<file path="config.mk">
export PLATFORM = sky130hd
export DESIGN_NAME = pwtsc_queue
export DESIGN_NICKNAME = d
export VERILOG_FILES = /design/src/pwm_timer_setting_calculator_unit_defines.svh /design/src/pwtsc_pkg.sv /design/src/pwtsc_queue.sv
export SDC_FILE = /design/constraint.sdc
export NUM_CORES = 1
export LEC_CHECK = 0
export BUFFER_PORTS_ARGS = -buffer_cell sky130_fd_sc_hd__buf_2
export CELL_PAD_IN_SITES_DETAIL_PLACEMENT = 0
export CELL_PAD_IN_SITES_GLOBAL_PLACEMENT = 2
export CORE_ASPECT_RATIO = 0.6
export CORE_MARGIN = 8
export CORE_UTILIZATION = 34
export CTS_CLUSTER_DIAMETER = 80
export DETAILED_ROUTE_END_ITERATION = 12
export PLACE_DENSITY_LB_ADDON = 0.1
export SETUP_SLACK_MARGIN = 0.1
export SLEW_MARGIN = 10
export SYNTH_ARGS = -nofsm -noshare
export SYNTH_HDL_FRONTEND = slang
export SYNTH_SLANG_ARGS = --single-unit
</file>
<file path="constraint.sdc">
create_clock -name clk -period 2.5 [get_ports clk]
set_input_delay 0.125 -clock clk [delete_from_list [all_inputs] [get_ports clk]]
set_output_delay 0.125 -clock clk [all_outputs]
set_load 0.01 [all_outputs]
</file>
<file path="src/pwm_timer_setting_calculator_unit_defines.svh">
// ----------------------------------------------------------------------------
// PWM timer setting calculator: assertion macros
// Shared concurrent assertion forms, clocked on clk and held off in reset.
// ----------------------------------------------------------------------------
`ifndef PWM_TIMER_SETTING_CALCULATOR_UNIT_DEFINES_SVH
`define PWM_TIMER_SETTING_CALCULATOR_UNIT_DEFINES_SVH

// same-cycle implication
`define PWTSC_ASSERT_NOW(lbl, ante, cons) \
  lbl: assert property (@(posedge clk) disable iff (rst) (ante) |-> (cons)) \
    else $error("pwtsc assertion failed");

// next-cycle implication
`define PWTSC_ASSERT_NEXT(lbl, ante, cons) \
  lbl: assert property (@(posedge clk) disable iff (rst) (ante) |=> (cons)) \
    else $error("pwtsc assertion failed");

`endif

</file>
<file path="src/pwtsc_pkg.sv">
// ----------------------------------------------------------------------------
// PWM timer setting calculator: package
// Widths, reset values, codes and transaction types shared by all modules.
// ----------------------------------------------------------------------------
package pwtsc_pkg;

  localparam int unsigned FW         = 27;
  localparam int unsigned DW         = 11;
  localparam int unsigned TW         = 16;
  localparam int unsigned AW         = 26;
  localparam int unsigned SW         = 39;
  localparam int unsigned DIV_STAGES = 27;
  localparam int unsigned DUTY_SHIFT = 10;
  localparam int unsigned SLOW_SHIFT = 3;

  localparam logic [FW-1:0] CLOCK_RST = 27'd16000000;
  localparam logic [FW-1:0] THR_RST   = 27'd245;
  localparam logic [FW-1:0] TOP_MAX   = 27'd65535;

  localparam logic [1:0] MODE_PWM  = 2'd0;
  localparam logic [1:0] MODE_LOW  = 2'd1;
  localparam logic [1:0] MODE_HIGH = 2'd2;

  localparam logic [1:0] REG_CLOCK = 2'd0;
  localparam logic [1:0] REG_THR   = 2'd1;

  typedef struct packed {
    logic [FW-1:0] tick;
    logic [FW-1:0] freq;
    logic [DW-1:0] duty;
    logic          slow;
  } req_t;

  typedef struct packed {
    logic [TW-1:0] top;
    logic [TW-1:0] cmp;
    logic [1:0]    mode;
    logic          slow;
  } res_t;

  typedef struct packed {
    logic valid;
    logic ready;
  } hs_t;

endpackage

</file>
<file path="src/pwtsc_queue.sv">
// ----------------------------------------------------------------------------
// PWM timer setting calculator: request queue
// Two-entry queue that decouples the front end from the back end.
// ----------------------------------------------------------------------------
module pwtsc_queue (
  input  logic            clk,
  input  logic            rst,
  input  logic            push,
  output logic            ready,
  input  pwtsc_pkg::req_t wdata,
  output logic            valid,
  input  logic            pop,
  output pwtsc_pkg::req_t rdata
);
  import pwtsc_pkg::*;

  req_t       mem [0:1];
  logic       wp;
  logic       rp;
  logic [1:0] cnt;
  logic       do_push;
  logic       do_pop;

  assign ready   = cnt != 2'd2;
  assign valid   = cnt != 2'd0;
  assign do_push = push && ready;
  assign do_pop  = pop && valid;
  assign rdata   = mem[rp];

  always_ff @(posedge clk) begin
    if (rst) begin
      wp  <= 1'b0;
      rp  <= 1'b0;
      cnt <= 2'd0;
    end else begin
      if (do_push) wp <= !wp;
      if (do_pop)  rp <= !rp;
      case ({do_push, do_pop})
        2'b10:   cnt <= cnt + 2'd1;
        2'b01:   cnt <= cnt - 2'd1;
        default: cnt <= cnt;
      endcase
    end
  end

  always_ff @(posedge clk) begin
    if (do_push) mem[wp] <= wdata;
  end

endmodule

</file>
; Word level (Yosys, flattened, before mapping)
; Memories as Yosys holds them, arrays and structs flattened. A register that Yosys moved wholly into a read port is not among the register bits.
; Cells that the tools add are included.
[totals]
ff_bits = 4
mem_count = 1
output_inout_bits = 68
ramBits = 132
elab_cells = 20
inputBits = 70
[classes]
eq_ne = 3
n_mux = 5
addsub = 2
n_reduce_logical = 6
[mem_list]
columns = name, words, width, rd, rd_clocked_by_memory_dff, write_ports, line
row1 = mem, 2, 66, 1, 1, 1, pwtsc_queue.sv:17  ; req_t mem [0:1];
[ops]
columns = cell, count
row1 = two-way mux 1 bit, 4
row2 = case mux 2 bit (2 select lines), 1
row3 = nonzero test 2 bit, 2
row4 = "adder 2 x 1 -> 2 bit, second input constant", 1
row5 = "== test 2 x 1 -> 1 bit, second input constant", 1
row6 = "== test 2 bit, second input constant", 1
row7 = logical AND 1 bit, 2
row8 = logical NOT 1 bit, 2
row9 = "inequality test 2 bit, second input constant", 1
row10 = "subtractor 2 x 1 -> 2 bit, second input constant", 1

; Longest topological paths before layout
[depth]
ltp_word = 4
ltp_mapped = 6
mapped_depth_nobuf = 6

; Least setup slack after synthesis
; OpenSTA, ideal clock, no wires.
[synth_timing]
path_type = register to register
startpoint = register cnt[0]
endpoint = memory mem[1][0] (netlist name), enable pin
arrival_ps = 2253
path_stages_with_launch = 3
synth_period_minus_slack_ps = 2684
n_path_buf = 0
required_ps = 2069
setup_slack_ps = -184
setup_ps = 431
path_cell_list = dfxtp_1 -> nand2b_1 -> and3_1
[synth_between]
elab_chain_cells = 4
[synth_lines]
columns = element, line
row1 = from (decl), pwtsc_queue.sv:20  ; logic [1:0] cnt;
row2 = from (signal assigned), pwtsc_queue.sv:39  ; 2'b10: cnt <= cnt + 2'd1;
row3 = from (signal assigned), pwtsc_queue.sv:40  ; 2'b01: cnt <= cnt - 2'd1;
row4 = from (signal assigned), pwtsc_queue.sv:41  ; default: cnt <= cnt;
row5 = inequality test 2 bit, pwtsc_queue.sv:24  ; assign ready = cnt != 2'd2;
row6 = named net ready, pwtsc_queue.sv:9  ; output logic ready,
row7 = logical AND 1 bit, pwtsc_queue.sv:26  ; assign do_push = push && ready;
row8 = two-way mux 1 bit, pwtsc_queue.sv:47  ; if (do_push) mem[wp] <= wdata;
row9 = two-way mux 1 bit (not written as such), pwtsc_queue.sv:47
row10 = to (decl), pwtsc_queue.sv:17
; The timed path passes the listed nets, and every way through them passes these cells.

==> results.toml <==
[grt]
overflow = 0
grt_max_degree = 35
grt_pass1_wl_microns = 16600
grt_pass1_vias = 3163
grtUsageTotal_pct = 11.8
antenna_found_initial = 0

[clock_tree]
ctsResizeCount = 0
worstSkewPairLatency_ps = 410
cts_tree = "built"
h-tree-depth = 4
cts_buffers = 17
cts_sinks = 137
clkTransAtPathRegs_ps = 60
cts_buffer_depth = 2
cts_root_buf = "clkbuf_16"

[cells_and_area]
fin_nets = 522
fin_util_pct = 50.1
fillers = 1248
fin_cells = 661
multi_input_area_sq_um = 867
drive_gt1_share_pct = 52.3
syn_to_final_growth_pct = 44.7
insertedDiodeCount = 0
regArea_sq_um = 4070

[setup_path]
path_cells = "buf_4 > mux2_2 > buf_2"
cp.required_ps = 2380
cpMaxStageDelayCell = "dfxtp_4"
worstSetupPathDepth = 3
critPathTopFamily = "flip-flops"
r2r_cells = 3
r2r-end = "mem[1][65]"
cp-start-kind = "flop"
path_class = "flop to output port"
path_max_fanout = 17
end_kind = "output port"
crit_buf_inv = 2
slowest_delay_ps = 510
rrSetupSlack_ps = 820
arrival_ps = 1770
r2r-start = "cnt[0]"

[die]
coreArea_sq_um = 14400
die_y_microns = 110
die_w_microns = 172
ios = 138
rows = 34
start_util_pct = 34.6
die_area_sq_um = 18900

[pwr]
totalPowerFinal_uw = 7230
powerDensity_nw_per_um2 = 1000
power_leakage_uw = 0.00270
ir_drop_mv = 0.471

[detailed_routing]
vias = 2796
drc = 0
drt-total-wl_microns = 10800
routed_via_density = 4.23
drt_pass1_iterations = 4
ant_nets = 0
routedWlPerCell_microns = 16.3
drtIter0Drc = 111

[placement]
dp_cells = 563
numPortBuffers = 137
gp_congestion = 0.711
dp_hpwl_microns = 7040

[sta]
setup_tns_ps = 0
tightest_slew_ps = 461
clock_skew_ps = 9.72
hold_slack_ps = 59.2
rsz0062_at_grt = "false"
drv_slew = 0
finalHoldViolations = 0
finalCritPeriodShare_pct = 75.7
period_minus_slack_ps = 1890
slew_headroom_pct = 69.3
setup_violations = 0
max_freq_ghz = 0.528

[yosys]
yosysWarnings = 0
async_reset_ff_share_pct = 0
ys_ff_latch = 137
syn_avg_cell_area_sq_um = 21.7
syn_nets = 300
synthCells = 229
synth_flop_cell = "edfxtp_1"
ys_seq_area_share_pct = 81.7
netlist_area_sq_um = 4970
synth_edf_count = 132
ys_types = 20

[run]
cap_viol_max_count = 0

[min_path]
hp-class = "primary input to flop"
hold_path_depth = 3
hold_path.startpoint = "push"
min_to = "wp"

[status]
status = "finished clean"
-- cells in the final DEF, fill, tap and decap left out, types with 2 or more instances in the layout --
| cell | count |
|---|---|
| edfxtp_1 | 132 |
| dlygate4sd3_1 | 67 |
| xnor2_1 | 2 |
| nor2_1 | 3 |
| clkinv_4 | 3 |
| buf_12 | 2 |
| buf_2 | 137 |
| a21oi_1 | 2 |
| mux2_2 | 66 |
| clkinv_1 | 3 |
| clkinv_2 | 3 |
| bufinv_16 | 3 |
| buf_4 | 4 |
| clkinvlp_4 | 3 |
| clkbuf_16 | 17 |
| dfxtp_1 | 4 |
-- report_power, final --
part / leakage [uW] / switching (uW) / internal [uW]
combinational: 0.00114 / 900 / 862
sequential: 0.00128 / 118 / 2900
clock: 0.000281 / 895 / 1550
total: 0.00270 / 1910 / 5310
-- logic make-up after synthesis --
family | share of synthesized area [%]
mux | 14.9
buf+inv | 0.981
fa+ha+maj | 0.251
compound gates | 0.654
simple gates | 0.956
xor+xnor | 0.528
flops | 81.7
-- area by class of cell --
cell class | instances | share of cell area, %
Clock inverter | 14 | 2.19
Clock buffer | 17 | 5.91
Inverter | 1 | 0.104
Sequential cell | 137 | 56.5
Tap cell | 198 | 3.44
Multi-Input combinational cell | 84 | 12.0
Timing Repair Buffer | 210 | 19.8
-- cells in the mapped netlist (2+ instances only) --
library cell	instances	area, sq um
a21oi_1	2	10.0
edfxtp_1	132	3960
mux2_2	66	743
nor2_1	3	11.3
dfxtp_1	5	100
buf_4	4	30.0
xnor2_1	2	17.5
buf_2	3	15.0
-- sequential cells by signal, summed over array words and instances, names as in the netlist, named ones only --
signal and flops:
cnt 2, mem 132, rp 1, wp 1
-- through the flow --
stage / setup slack [ps] / cell area (sq um)
floorplan: 400 / 4980
global placement: 806 / 5950
detailed placement: 789 / 5950
CTS: 542 / 7200
global route: 503 / 7200
finish: 607 / 7200
-- layer usage --
| metal | vias up | GRT usage [%] | share of wire, % |
|---|---|---|---|
| met5 | - | 0 | 0 |
| met3 | 10 | 4.55 | 8.2 |
| met4 | 0 | 4.78 | 0.93 |
| li1 | 1349 | - | - |
| met1 | 1340 | 15.3 | 49 |
| met2 | 97 | 17.6 | 42 |
-- worst max path at each step --
| stage | from | endpoint | slack (ps) |
|---|---|---|---|
| 2_1_floorplan | cnt[0] | mem[0][0] | 400 |
| 3_3_place_gp | cnt[0] | mem[1][42] | 810 |
| 3_5_place_dp | cnt[0] | mem[1][38] | 790 |
| 4_1_cts | flop | rdata[55] | 540 |
| 5_1_grt | flop | rdata[55] | 500 |
| 6_report | flop | rdata[55] | 610 |
-- worst min-delay path, cell delays in order --
cell and delay, ps:
buf_2 110, a21bo_2 120, a21oi_1 50
-- what timing repair did --
| item | in CTS | in global routing |
|---|---|---|
| setup buffers | 0 | 0 |
| endpoints found under the hold margin | 137 | 0 |
| hold buffers | 67 | 0 |
No activity file was read; power rests on OpenSTA's default activity.
