**src/pwm_timer_setting_calculator_unit_defines.svh**
```systemverilog
// ----------------------------------------------------------------------------
// PWM timer setting calculator: assertion macros
// Shared concurrent assertion forms, clocked on clk and held off in reset.
// ----------------------------------------------------------------------------
`ifndef PWM_TIMER_SETTING_CALCULATOR_UNIT_DEFINES_SVH
`define PWM_TIMER_SETTING_CALCULATOR_UNIT_DEFINES_SVH

// same-cycle implication
`define PWTSC_ASSERT_NOW(lbl, ante, cons) \
  lbl: assert property (@(posedge clk) disable iff (rst) (ante) |-> (cons)) \
    else $error("pwtsc assertion failed");

// next-cycle implication
`define PWTSC_ASSERT_NEXT(lbl, ante, cons) \
  lbl: assert property (@(posedge clk) disable iff (rst) (ante) |=> (cons)) \
    else $error("pwtsc assertion failed");

`endif

```
**src/pwtsc_pkg.sv**
```systemverilog
// ----------------------------------------------------------------------------
// PWM timer setting calculator: package
// Widths, reset values, codes and transaction types shared by all modules.
// ----------------------------------------------------------------------------
package pwtsc_pkg;

  localparam int unsigned FW         = 27;
  localparam int unsigned DW         = 11;
  localparam int unsigned TW         = 16;
  localparam int unsigned AW         = 26;
  localparam int unsigned SW         = 39;
  localparam int unsigned DIV_STAGES = 27;
  localparam int unsigned DUTY_SHIFT = 10;
  localparam int unsigned SLOW_SHIFT = 3;

  localparam logic [FW-1:0] CLOCK_RST = 27'd16000000;
  localparam logic [FW-1:0] THR_RST   = 27'd245;
  localparam logic [FW-1:0] TOP_MAX   = 27'd65535;

  localparam logic [1:0] MODE_PWM  = 2'd0;
  localparam logic [1:0] MODE_LOW  = 2'd1;
  localparam logic [1:0] MODE_HIGH = 2'd2;

  localparam logic [1:0] REG_CLOCK = 2'd0;
  localparam logic [1:0] REG_THR   = 2'd1;

  typedef struct packed {
    logic [FW-1:0] tick;
    logic [FW-1:0] freq;
    logic [DW-1:0] duty;
    logic          slow;
  } req_t;

  typedef struct packed {
    logic [TW-1:0] top;
    logic [TW-1:0] cmp;
    logic [1:0]    mode;
    logic          slow;
  } res_t;

  typedef struct packed {
    logic valid;
    logic ready;
  } hs_t;

endpackage

```
**src/pwtsc_front.sv**
```systemverilog
// ----------------------------------------------------------------------------
// PWM timer setting calculator: front end
// Holds configuration, accepts requests, picks the prescaler and tick rate.
// ----------------------------------------------------------------------------
module pwtsc_front (
  input  logic                  clk,
  input  logic                  rst,
  input  logic                  in_valid,
  output logic                  in_ready,
  input  logic [26:0]           freq_hz_in,
  input  logic [10:0]           duty,
  input  logic                  cfg_valid,
  output logic                  cfg_ready,
  input  logic [1:0]            cfg_index,
  input  logic [26:0]           cfg_data,
  output pwtsc_pkg::hs_t        push_hs,
  input  logic                  q_ready,
  output pwtsc_pkg::req_t       q_data
);
  import pwtsc_pkg::*;

  logic [FW-1:0] clock_hz;
  logic [FW-1:0] thr_hz;
  logic          fv;
  req_t          req;
  logic          slow;

  assign cfg_ready = 1'b1;
  assign in_ready  = !fv || q_ready;
  assign slow      = freq_hz_in < thr_hz;
  assign push_hs.valid = fv;
  assign push_hs.ready = q_ready;
  assign q_data    = req;

  always_ff @(posedge clk) begin
    if (rst) begin
      clock_hz <= CLOCK_RST;
      thr_hz   <= THR_RST;
    end else if (cfg_valid) begin
      case (cfg_index)
        REG_CLOCK: clock_hz <= cfg_data;
        REG_THR:   thr_hz   <= cfg_data;
        default: ;
      endcase
    end
  end

  always_ff @(posedge clk) begin
    if (rst) begin
      fv <= 1'b0;
    end else if (in_ready) begin
      fv <= in_valid;
    end
  end

  always_ff @(posedge clk) begin
    if (in_ready && in_valid) begin
      req.tick <= slow ? (clock_hz >> SLOW_SHIFT) : clock_hz;
      req.freq <= freq_hz_in;
      req.duty <= duty;
      req.slow <= slow;
    end
  end

endmodule

```
**config.mk**
```make
export PLATFORM = sky130hd
export DESIGN_NAME = pwtsc_front
export DESIGN_NICKNAME = d
export VERILOG_FILES = /design/src/pwm_timer_setting_calculator_unit_defines.svh /design/src/pwtsc_pkg.sv /design/src/pwtsc_front.sv
export SDC_FILE = /design/constraint.sdc
export NUM_CORES = 1
export LEC_CHECK = 0
export BUFFER_PORTS_ARGS = -buffer_cell sky130_fd_sc_hd__buf_4
export CORE_ASPECT_RATIO = 0.8
export CORE_MARGIN = 1
export CORE_UTILIZATION = 30
export DETAILED_ROUTE_END_ITERATION = 10
export GPL_TIMING_DRIVEN = 0
export SLEW_MARGIN = 20
export SYNTH_ARGS = -nofsm -noshare
export SYNTH_HDL_FRONTEND = slang
export SYNTH_SLANG_ARGS = --single-unit
```
**constraint.sdc**
```tcl
create_clock -name clk -period 2.2 [get_ports clk]
set_input_delay 0.22 -clock clk [delete_from_list [all_inputs] [get_ports clk]]
set_output_delay 0.22 -clock clk [all_outputs]
set_load 0.05 [all_outputs]
```
== Word level (Yosys, flattened, before mapping) ==
Index checks and enable logic that the tools add are counted.

* Flip-flop bits (word level): 121
* Word-level logic and storage cells: 17
* ROM bits: 0
* Memories kept: 0
* Output and inout port bits: 70
* Bits in latches: 0
* Bits of input ports: 72
* Memory bits (writable): 0

* Shift operators: 0
* Multiply operators: 0
* Equal/unequal tests: 1
* $add $sub $neg: 0
* Mux-type cells: 1
* Magnitude comparators: 1
* Reductions and logical operators: 6
* Bitwise operators: 0
* Divide/modulo/power cells: 0

{| class="wikitable"
|+ Operators by type and width
! kind !! number
|-
| $lt A27 B27 Y1 || 1
|-
| $mux W24 || 1
|-
| $reduce_and A2 Y1 || 2
|-
| $eq A2 B1 Y1 const B || 1
|-
| $logic_not A2 Y1 || 1
|-
| $logic_and A1 B1 Y1 || 1
|-
| $logic_not A1 Y1 || 1
|-
| $logic_or A1 B1 Y1 || 1
|}

== Longest topological paths before layout ==
* Depth after elaboration: 3
* Depth in mapped cells: 10
* Depth with buffers taken out: 8

== Worst setup path after synthesis ==
No wires, ideal clock.

* Path kind: register -> register
* Start point: reg fv
* End point: reg req (netlist bit q_data[0]) (enable)
* Path slack: -0.577 ns
* Period minus slack after synthesis: 2.777 ns
* Path buffers: 0
* Setup time: 0.431 ns
* Arrival: 2.347 ns
* Data required time: 1.769 ns
* Cell stages (with the launch flop): 3
* Cells stage by stage: dfxtp_1 nand2b_1 and2_1

* Word-level cells in the longest chain between the ends: 3

{| class="wikitable"
|+ Ends and longest elaborated chain
! element !! RTL line !! RTL
|-
| start, declared || pwtsc_front.sv:24 || <nowiki>logic fv;</nowiki>
|-
| start signal, assigned || pwtsc_front.sv:52 || <nowiki>fv <= in_valid;</nowiki>
|-
| $logic_not A1 Y1 || pwtsc_front.sv:29 || <nowiki>assign in_ready = !fv || q_ready;</nowiki>
|-
| $logic_or A1 B1 Y1 || pwtsc_front.sv:29 ||
|-
| net in_ready || pwtsc_front.sv:9 || <nowiki>output logic in_ready,</nowiki>
|-
| $logic_and A1 B1 Y1 || pwtsc_front.sv:57 || <nowiki>if (in_ready && in_valid) begin</nowiki>
|-
| end, declared || pwtsc_front.sv:25 || <nowiki>req_t req;</nowiki>
|}

The timed path passes the listed nets, and every way through them passes these cells.
A chain may end at the register's enable or synchronous reset.

== Worst setup path after layout ==
* Start point: reg thr_hz[26]
* End point: reg req (netlist bit q_data[48]) (data pin)

* Word-level cells in the longest chain between the ends: 2

{| class="wikitable"
|+ Ends and longest elaborated chain
! element !! RTL line !! RTL
|-
| start, declared || pwtsc_front.sv:23 || <nowiki>logic [FW-1:0] thr_hz;</nowiki>
|-
| start signal, assigned || pwtsc_front.sv:42 || <nowiki>REG_THR: thr_hz <= cfg_data;</nowiki>
|-
| $lt A27 B27 Y1 || pwtsc_front.sv:30 || <nowiki>assign slow = freq_hz_in < thr_hz;</nowiki>
|-
| $mux W24 || pwtsc_front.sv:58 || <nowiki>req.tick <= slow ? (clock_hz >> SLOW_SHIFT) : clock_hz;</nowiki>
|}

Every way passes these cells.

==> results.md <==
- Cell type with the highest aggregate area in the netlist: sky130_fd_sc_hd__edfxtp_1
- Via density per instance: 4.423
- Compound-cell area share of the yosys netlist: 0.07551
- Synth Register Bits: 121
- Share of the synthesized area in the top cell type: 0.3974
- Total congestion overflow: 0
- Share of the clock period used by the worst path after layout: 1.083
- Antenna cells: 0
- # port buffers: 139
- Portion of the post-synthesis area used by sequential elements: 0.6182
- Number of vias after detailed routing: 3799
- Summed negative setup slack over all endpoints: -3.924 ns
- Area fraction in and, or, nand and nor cells after synthesis: 0.1264
- Post-layout net count: 729
- Number of routed nets with antenna violations: 0
- Number of maximum-capacitance violations: 0
- Cell with the most instances after synthesis: sky130_fd_sc_hd__nand2_1
- Post-layout utilization of the core: 0.4619
- Hold violation total from the final report: 0
- Violated checks: setup timing
- Proportion of register bits with asynchronous set or reset after synthesis: 0
- Placement Rows: 41
- Clock sink total: 121
- Setup repair after global routing missed its margin: yes
- Result of the run: complete, but fails checks
- Capturing element type of the critical path: register
- Total routing usage reported by global routing: 0.1531
- Fraction of synthesized cell area in xor and xnor cells: 0
- Type of the setup path with the least slack: register to register
- Detailed-router iteration count before antenna repair: 4
- Final min period: 2.383 ns
- DRC viols: 0
- Most common flop cell mapped by yosys: sky130_fd_sc_hd__edfxtp_1
- HPWL after detailed placement: 9.158 mm
- Wire per inst: 14.34 um
- Post-Synth Adder-Cell Area: 0.06523
- Count of different cell masters after synthesis: 37
- Layout cell share with drive strength beyond 1: 0.3602
- Area added between synthesis and finish: 48.24%
- Number of buffers created by CTS: 17
- Count of flip-flops with a built-in enable after synthesis: 66
- Ys Warns: 0
- Commonest cells post-synth: sky130_fd_sc_hd__nand2_1, sky130_fd_sc_hd__edfxtp_1, sky130_fd_sc_hd__a21oi_1, sky130_fd_sc_hd__dfxtp_1, sky130_fd_sc_hd__inv_1
- Setup ws final: -0.1834 ns
- Power density of the placed cells: 820.1 nW/um2
- Worst slack at placement: -0.3131 ns
- Multiplexer fraction of the synthesized cell area: 0.06623
- Clock tree from TritonCTS: yes
- Boundary Pins: 142
- Final hold slack: 0.02004 ns
- Chip Height: 117.3 um
- Standby leakage power: 0.003015 uW
- Initial core utilization: 0.3116
- Pin count of the biggest net entering global routing: 47
- Data arrival time of the worst path: 2.55 ns
- Biggest area contributors in the synthesized netlist: sky130_fd_sc_hd__edfxtp_1, sky130_fd_sc_hd__dfxtp_1, sky130_fd_sc_hd__nand2_1
- Synthesized net count: 528
- Max-slew violation count: 0
- Fmax: 0.4196 GHz
- Worst relative slew slack: 0.3342
- Combinational family with the most area after synthesis: simple AND/OR/NAND/NOR gates
- Area used by multi-input combinational logic: 1770 um2
- Sort of element at the start of the critical path: register
- Clk_skew: 0.009347 ns
- Worst skew pair latency: 0.42 ns
- Post-Route WL: 12.32 mm
- Final RePlAce weighted congestion: 0.8366
- CP max FO: 10
- Number of antenna violations at the first check in global routing: 0
- Average size of a mapped cell: 11.60 um2
- Class of the worst hold path: primary input to register
- Clock root buffer: sky130_fd_sc_hd__clkbuf_16
- Slew at the pin with the worst max-slew slack: 0.9966 ns
- Clk buf depth: 2
- Area enclosed by the die boundary: 17150 um2
- Die Wd: 146.2 um
- Sequential cell area in the final layout: 3090 um2
- Core outline area: 16010 um2
- Via count of the first global-routing pass: 3881
- Max H-tree Level: 4
- Post-synthesis cell area: 4987 um2
- DP Area: 6335 um2
- Detailed router's first-iteration violation count: 103
- Peak supply drop: 0.0005623 V
- Clock-pin slew on the worst setup and hold paths: 0.05 ns
- Final setup violating endpoints: 26
- Global-route wire length before repair: 19.79 mm
- Required time of the critical path: 2.36 ns
- Count of filler cells inserted in the layout: 1525
- Number of cells produced by synthesis: 430
- Final instance area: 7393 um2
[placed cells by master (no fill, tap or decap), types with 2 or more instances in the layout]
master	n
sky130_fd_sc_hd__clkinv_1	2
sky130_fd_sc_hd__nand2b_1	2
sky130_fd_sc_hd__inv_1	26
sky130_fd_sc_hd__clkinvlp_4	4
sky130_fd_sc_hd__mux2_2	7
sky130_fd_sc_hd__a21oi_1	51
sky130_fd_sc_hd__buf_12	3
sky130_fd_sc_hd__nor2b_1	2
sky130_fd_sc_hd__nand2_1	104
sky130_fd_sc_hd__buf_6	3
sky130_fd_sc_hd__inv_2	2
sky130_fd_sc_hd__clkbuf_1	16
sky130_fd_sc_hd__nor2_1	6
sky130_fd_sc_hd__edfxtp_1	66
sky130_fd_sc_hd__clkbuf_16	17
sky130_fd_sc_hd__clkinv_2	7
sky130_fd_sc_hd__nand3_1	4
sky130_fd_sc_hd__dlygate4sd3_1	36
sky130_fd_sc_hd__ha_4	5
sky130_fd_sc_hd__nand3b_1	9
sky130_fd_sc_hd__o21ai_1	2
sky130_fd_sc_hd__dfxtp_2	6
sky130_fd_sc_hd__a211o_1	5
sky130_fd_sc_hd__a21oi_2	4
sky130_fd_sc_hd__ha_1	21
sky130_fd_sc_hd__dfxtp_1	49
sky130_fd_sc_hd__nand4_1	2
sky130_fd_sc_hd__mux2_4	17
sky130_fd_sc_hd__buf_4	145
[layer usage]
metal | vias up | wire length, um | share of wire | global-route usage
li1 | 1891 | - | - | -
met3 | 14 | 1103 | 0.090 | 0.06654
met4 | 0 | 140 | 0.011 | 0.05273
met1 | 1768 | 5883 | 0.48 | 0.1992
met2 | 126 | 5190 | 0.42 | 0.2250
met5 | - | 0 | 0 | 0
[power breakdown]
| group | internal (uW) | switching [uW] | total [uW] |
|---|---|---|---|
| Combinational | 405 | 563 | 968 |
| Sequential | 2520 | 47.7 | 2570 |
| Clock | 1520 | 1000 | 2530 |
[timing repair]
| item | 4_1_cts | 5_1_grt |
|---|---|---|
| setup endpoints to repair | 28 | 28 |
| hold buffers | 36 | 0 |
| resized for setup | 17 | 8 |
| setup buffers | 3 | 3 |
| hold endpoints to repair | 36 | 0 |
| pin swaps | 1 | 5 |
[sequential cells by signal (all words and copies together), names as in the netlist]
register	count
q_data	66
clock_hz	27
thr_hz	27
fv	1
[final timing paths]
kind	startpoint	end	slack, ns	depth (start not counted)
setup reg to reg	thr_hz[26]$_SDFFE_PP0P_	q_data[48]$_DFFE_PP_	-0.18	10
hold / removal	cfg_data[7]	thr_hz[7]$_SDFFE_PP1P_	0.02	2
setup / recovery	thr_hz[26]$_SDFFE_PP0P_	q_data[48]$_DFFE_PP_	-0.18	10
hold reg to reg	thr_hz[24]$_SDFFE_PP0P_	thr_hz[24]$_SDFFE_PP0P_	0.45	2
[per-stage QoR]
step,std cells,power (uW)
2_1_floorplan,430,3172
3_5_place_dp,785,3495
6_report,859,6064
4_1_cts,856,6108
3_3_place_gp,784,3476
5_1_grt,859,6296
[worst max-delay path: stages (launching register included)]
cell                       delay, ns
sky130_fd_sc_hd__dfxtp_2        0.33
sky130_fd_sc_hd__inv_2          0.05
sky130_fd_sc_hd__ha_4           0.26
sky130_fd_sc_hd__and4_4         0.25
sky130_fd_sc_hd__nand2_4        0.07
sky130_fd_sc_hd__nor4_4         0.22
sky130_fd_sc_hd__o311ai_2       0.17
sky130_fd_sc_hd__and3_1         0.20
sky130_fd_sc_hd__buf_6          0.14
sky130_fd_sc_hd__buf_12         0.15
sky130_fd_sc_hd__mux2_4         0.30
[cell families after synthesis]
logic type	after synthesis
other cells	1
simple gates	139
mux	24
compound gates	68
fa+ha+maj	26
buf+inv	51
flops	121
[final cells by class]
cell class,instances,share of cell area
multi-input cells,258,0.2395
flip-flops and latches,121,0.4180
repair buffers,182,0.2014
clock buffers,17,0.05754
clock inverters,15,0.01506
plain buffers,23,0.01794
inverters,28,0.01422
well taps,215,0.03639
Power figures use the tool's default switching activity.
